## config.mk

```make
export PLATFORM = sky130hd
export DESIGN_NAME = efpsa_mem
export DESIGN_NICKNAME = d
export VERILOG_FILES = /design/src/rtl/efpsa_mem.sv
export SDC_FILE = /design/constraint.sdc
export NUM_CORES = 2
export LEC_CHECK = 0
export BUFFER_PORTS_ARGS = -buffer_cell sky130_fd_sc_hd__buf_2
export CORE_UTILIZATION = 55
export CTS_CLUSTER_DIAMETER = 100
export DETAILED_ROUTE_END_ITERATION = 10
export GPL_TIMING_DRIVEN = 0
export PLACE_DENSITY = 0.8
export REMOVE_ABC_BUFFERS = 1
export SLEW_MARGIN = 30
export SYNTH_ARGS = -nofsm -noshare
export SYNTH_HDL_FRONTEND = slang
export SYNTH_SLANG_ARGS = --single-unit
```

## constraint.sdc

```tcl
create_clock -name clk -period 13.1 [get_ports clk]
set_input_delay 1.31 -clock clk [delete_from_list [all_inputs] [get_ports clk]]
set_output_delay 1.31 -clock clk [all_outputs]
set_load 0.02 [all_outputs]
```

## src/rtl/efpsa_mem.sv

```systemverilog
// Partial-sum storage: one write port, one read port with registered data.
`default_nettype none
module efpsa_mem #(
  parameter int DEPTH = 64,
  parameter int AW    = 6
) (
  input  wire logic          clk,
  input  wire logic          we,
  input  wire logic [AW-1:0] waddr,
  input  wire logic [63:0]   wdata,
  input  wire logic [AW-1:0] raddr,
  output logic      [63:0]   rdata
);

  logic [63:0] mem [DEPTH];

  always_ff @(posedge clk) begin
    if (we) begin
      mem[waddr] <= wdata;
    end
    rdata <= mem[raddr];
  end

endmodule
`default_nettype wire

```

==> run metrics <==
synthesis-stage register bit count=4160; Initial DRC Count=15511; IO buf count=141; Cell Area, Synth=roughly 160000 um2; instance count on the critical path=11; nets=7285; Max IR drop VDD=130 uV; clock sink total=4160; Buf/Inv on CP=7; via count=83603; max-slew violations=0; Fin. Hold Viols=0; clock tree from TritonCTS=built; synthesized area per cell=23.7 um2; Tcrit/Tclk final=39.0%; Highest Clock Rate=196 MHz; Area Growth Syn to Fin=18.2%; DP Area=171000 um2; slowest stage cell, crit path=a211oi_1; hold buffers post-CTS=0; placer's final routability congestion estimate=0.714; PD cells=153 nW/um2; GRT Total Usage=35.0%; Post-Synthesis Cells=6598; DRC errors left=0; CTS max path bufs=4; final setup fails=0; I/O pins=142; clk slew on worst S/H paths=0.07 ns; Seq/Total Area, Yosys=between 70% and 80%; final core utilization=between 60% and 70%; initial antenna violation count=28; crit path time final=between 5 and 6 ns; Critical Path RT=13.91 ns; row cnt=around 200; status=finished clean; hold depth=1; Die W=535 um; antenna-violating nets left=0; most used cell, CP=buf_16; total power=28300 uW; Finished Cell Area=185000 um2; Ys Warns=0; Setup Fix Bufs, Post-CTS=0; cell leakage power=slightly below 0.06 uW; DP HPWL=between 200 and 300 mm; H-tree depth=5; Setup Skew=0.0652 ns; Worst-Margin Slew=1.10 ns; Pre-Repair DR Iteration Count=6; R2R depth=4; RSZ-0062 raised after global routing=no; CTS resizes=0; first-pass GRT wire length=a little under 700 mm; die height=535 um; CP endpoint kind=register; Max FO, Critical Path=just under 70; Startpoint Class=input port; CP max stage delay=0.86 ns; commonest non-fill, non-tap cell in the layout=edfxtp_1; crit path cell chain=buf_8, buf_16, buf_16, buf_16, buf_16, and2_4, buf_12, buf_12, a22oi_1, and3_1, a211oi_1; most frequent cells in the layout=edfxtp_1 (4096), mux4_2 (1024), clkbuf_16 (405), buf_16 (336), a22oi_1 (168); Top delay family on crit path=buffers and inverters; slew margin rel.=about a quarter; core box area=283000 um2; per-cell routed wire length=44.2 um; DR vias/cell=7.39; setup total negative slack=0 ns; worst hold path class=in -> reg; share of layout cells above drive strength 1=between 30% and 40%; clock latency on the worst-skew pair=1.01 ns; Die ar.=approximately 290000 um2; Setup Crit Path Kind=in -> reg; starting density of the core=between 50% and 60%; total grt overflow=0; Synth cell types=33; vias in the first global route=about 86000; CTS Buf Count=402; largest net degree at the start of global routing=104; clk root buf=clkbuf_16; max cap viols=0; crit path DAT=between 5 and 6 ns; DRT Wirelength=499 mm
## flip-flops by register name, indices dropped and copies added, names as in the netlist
| signal | flops |
|---|---|
| mem | 4096 |
| rdata | 64 |
## Yosys cell counts, drive strengths merged
| master | count | area share (%) |
|---|---|---|
| nand3b | 2 | 0.0096 |
| a41oi | 26 | 0.15 |
| mux2i | 135 | 0.86 |
| a22oi | 168 | 0.81 |
| and3 | 64 | 0.26 |
| buf | 230 | 0.80 |
| o221ai | 38 | 0.21 |
| clkbuf | 140 | 0.34 |
| or3b | 1 | 0.0056 |
| nor3 | 2 | 0.0064 |
| edfxtp | 4096 | 79 |
| and2 | 3 | 0.012 |
| dfxtp | 64 | 0.82 |
| nand4b | 1 | 0.0056 |
| o22ai | 83 | 0.33 |
| mux4 | 1024 | 15 |
| a31o | 1 | 0.0056 |
| a2bb2oi | 19 | 0.11 |
| or3 | 29 | 0.12 |
| or2 | 28 | 0.11 |
| nor2 | 112 | 0.27 |
| nand3 | 45 | 0.14 |
| a22o | 88 | 0.49 |
| nor2b | 28 | 0.11 |
| nand4 | 2 | 0.0080 |
| inv | 19 | 0.046 |
| a211oi | 63 | 0.30 |
| nand2 | 58 | 0.14 |
| a31oi | 18 | 0.072 |
| nand2b | 11 | 0.044 |
## report_power, final
| group | internal (uW) | switching [uW] |
|---|---|---|
| registers | 14700 | 46.8 |
| clock network | 6670 | 5470 |
| logic | 527 | 881 |
| total | 21900 | 6400 |
## per-layer routing
layer / global-route usage (%) / routed length, um
met1: 40.6 / 145000
met3: 8.41 / 65100
met2: 56.9 / 242000
met4: 26.4 / 47400
met5: 0 / 134
## through the flow
step | instances | hold WS [ns] | setup WS, ns
2_1_floorplan | 6228 | 0.788 | 6.49
3_3_place_gp | 10112 | 0.896 | -31.57
3_5_place_dp | 10543 | 0.876 | 7.26
4_1_cts | 11283 | 0.864 | 8.17
5_1_grt | 11298 | 0.765 | 7.95
6_report | 11307 | 0.754 | 7.99
## worst paths after layout
path | slack [ns] | startpoint | end
worst min-delay path | 0.75 | wdata[38] | mem[13][38]
worst max-delay path | 7.99 | raddr[2] | rdata[24]
worst max register to register | 10.77 | mem[10][53] | rdata[53]
worst min register to register | 0.93 | mem[38][10] | rdata[10]
## worst register-to-register path: stages (launching register included)
cell and delay (ns):
edfxtp_1 0.60, mux4_2 0.68, a22oi_1 0.25, and3_1 0.40, a211oi_1 0.19
## cell families (layout without fill, tap and decap cells)
kind of cell | count (synthesis) | in the layout | share of synthesized area [%]
flops | 4160 | 4160 | 79.5
other cells | 0 | 21 | 0
simple gates | 386 | 386 | 1.24
buf+inv | 389 | 1334 | 1.18
mux | 1159 | 1159 | 15.6
compound gates | 504 | 504 | 2.48
## cell type report
type	count	area, um2
clock buffers	487	10500
diodes	21	52.6
flip-flops and latches	4160	124000
well taps	3743	4680
fillers	15961	97700
repair buffers	575	11600
multi-input cells	2049	30800
clock inverters	253	2760
inverters	19	71.3
(Power assumes the default switching activity.)
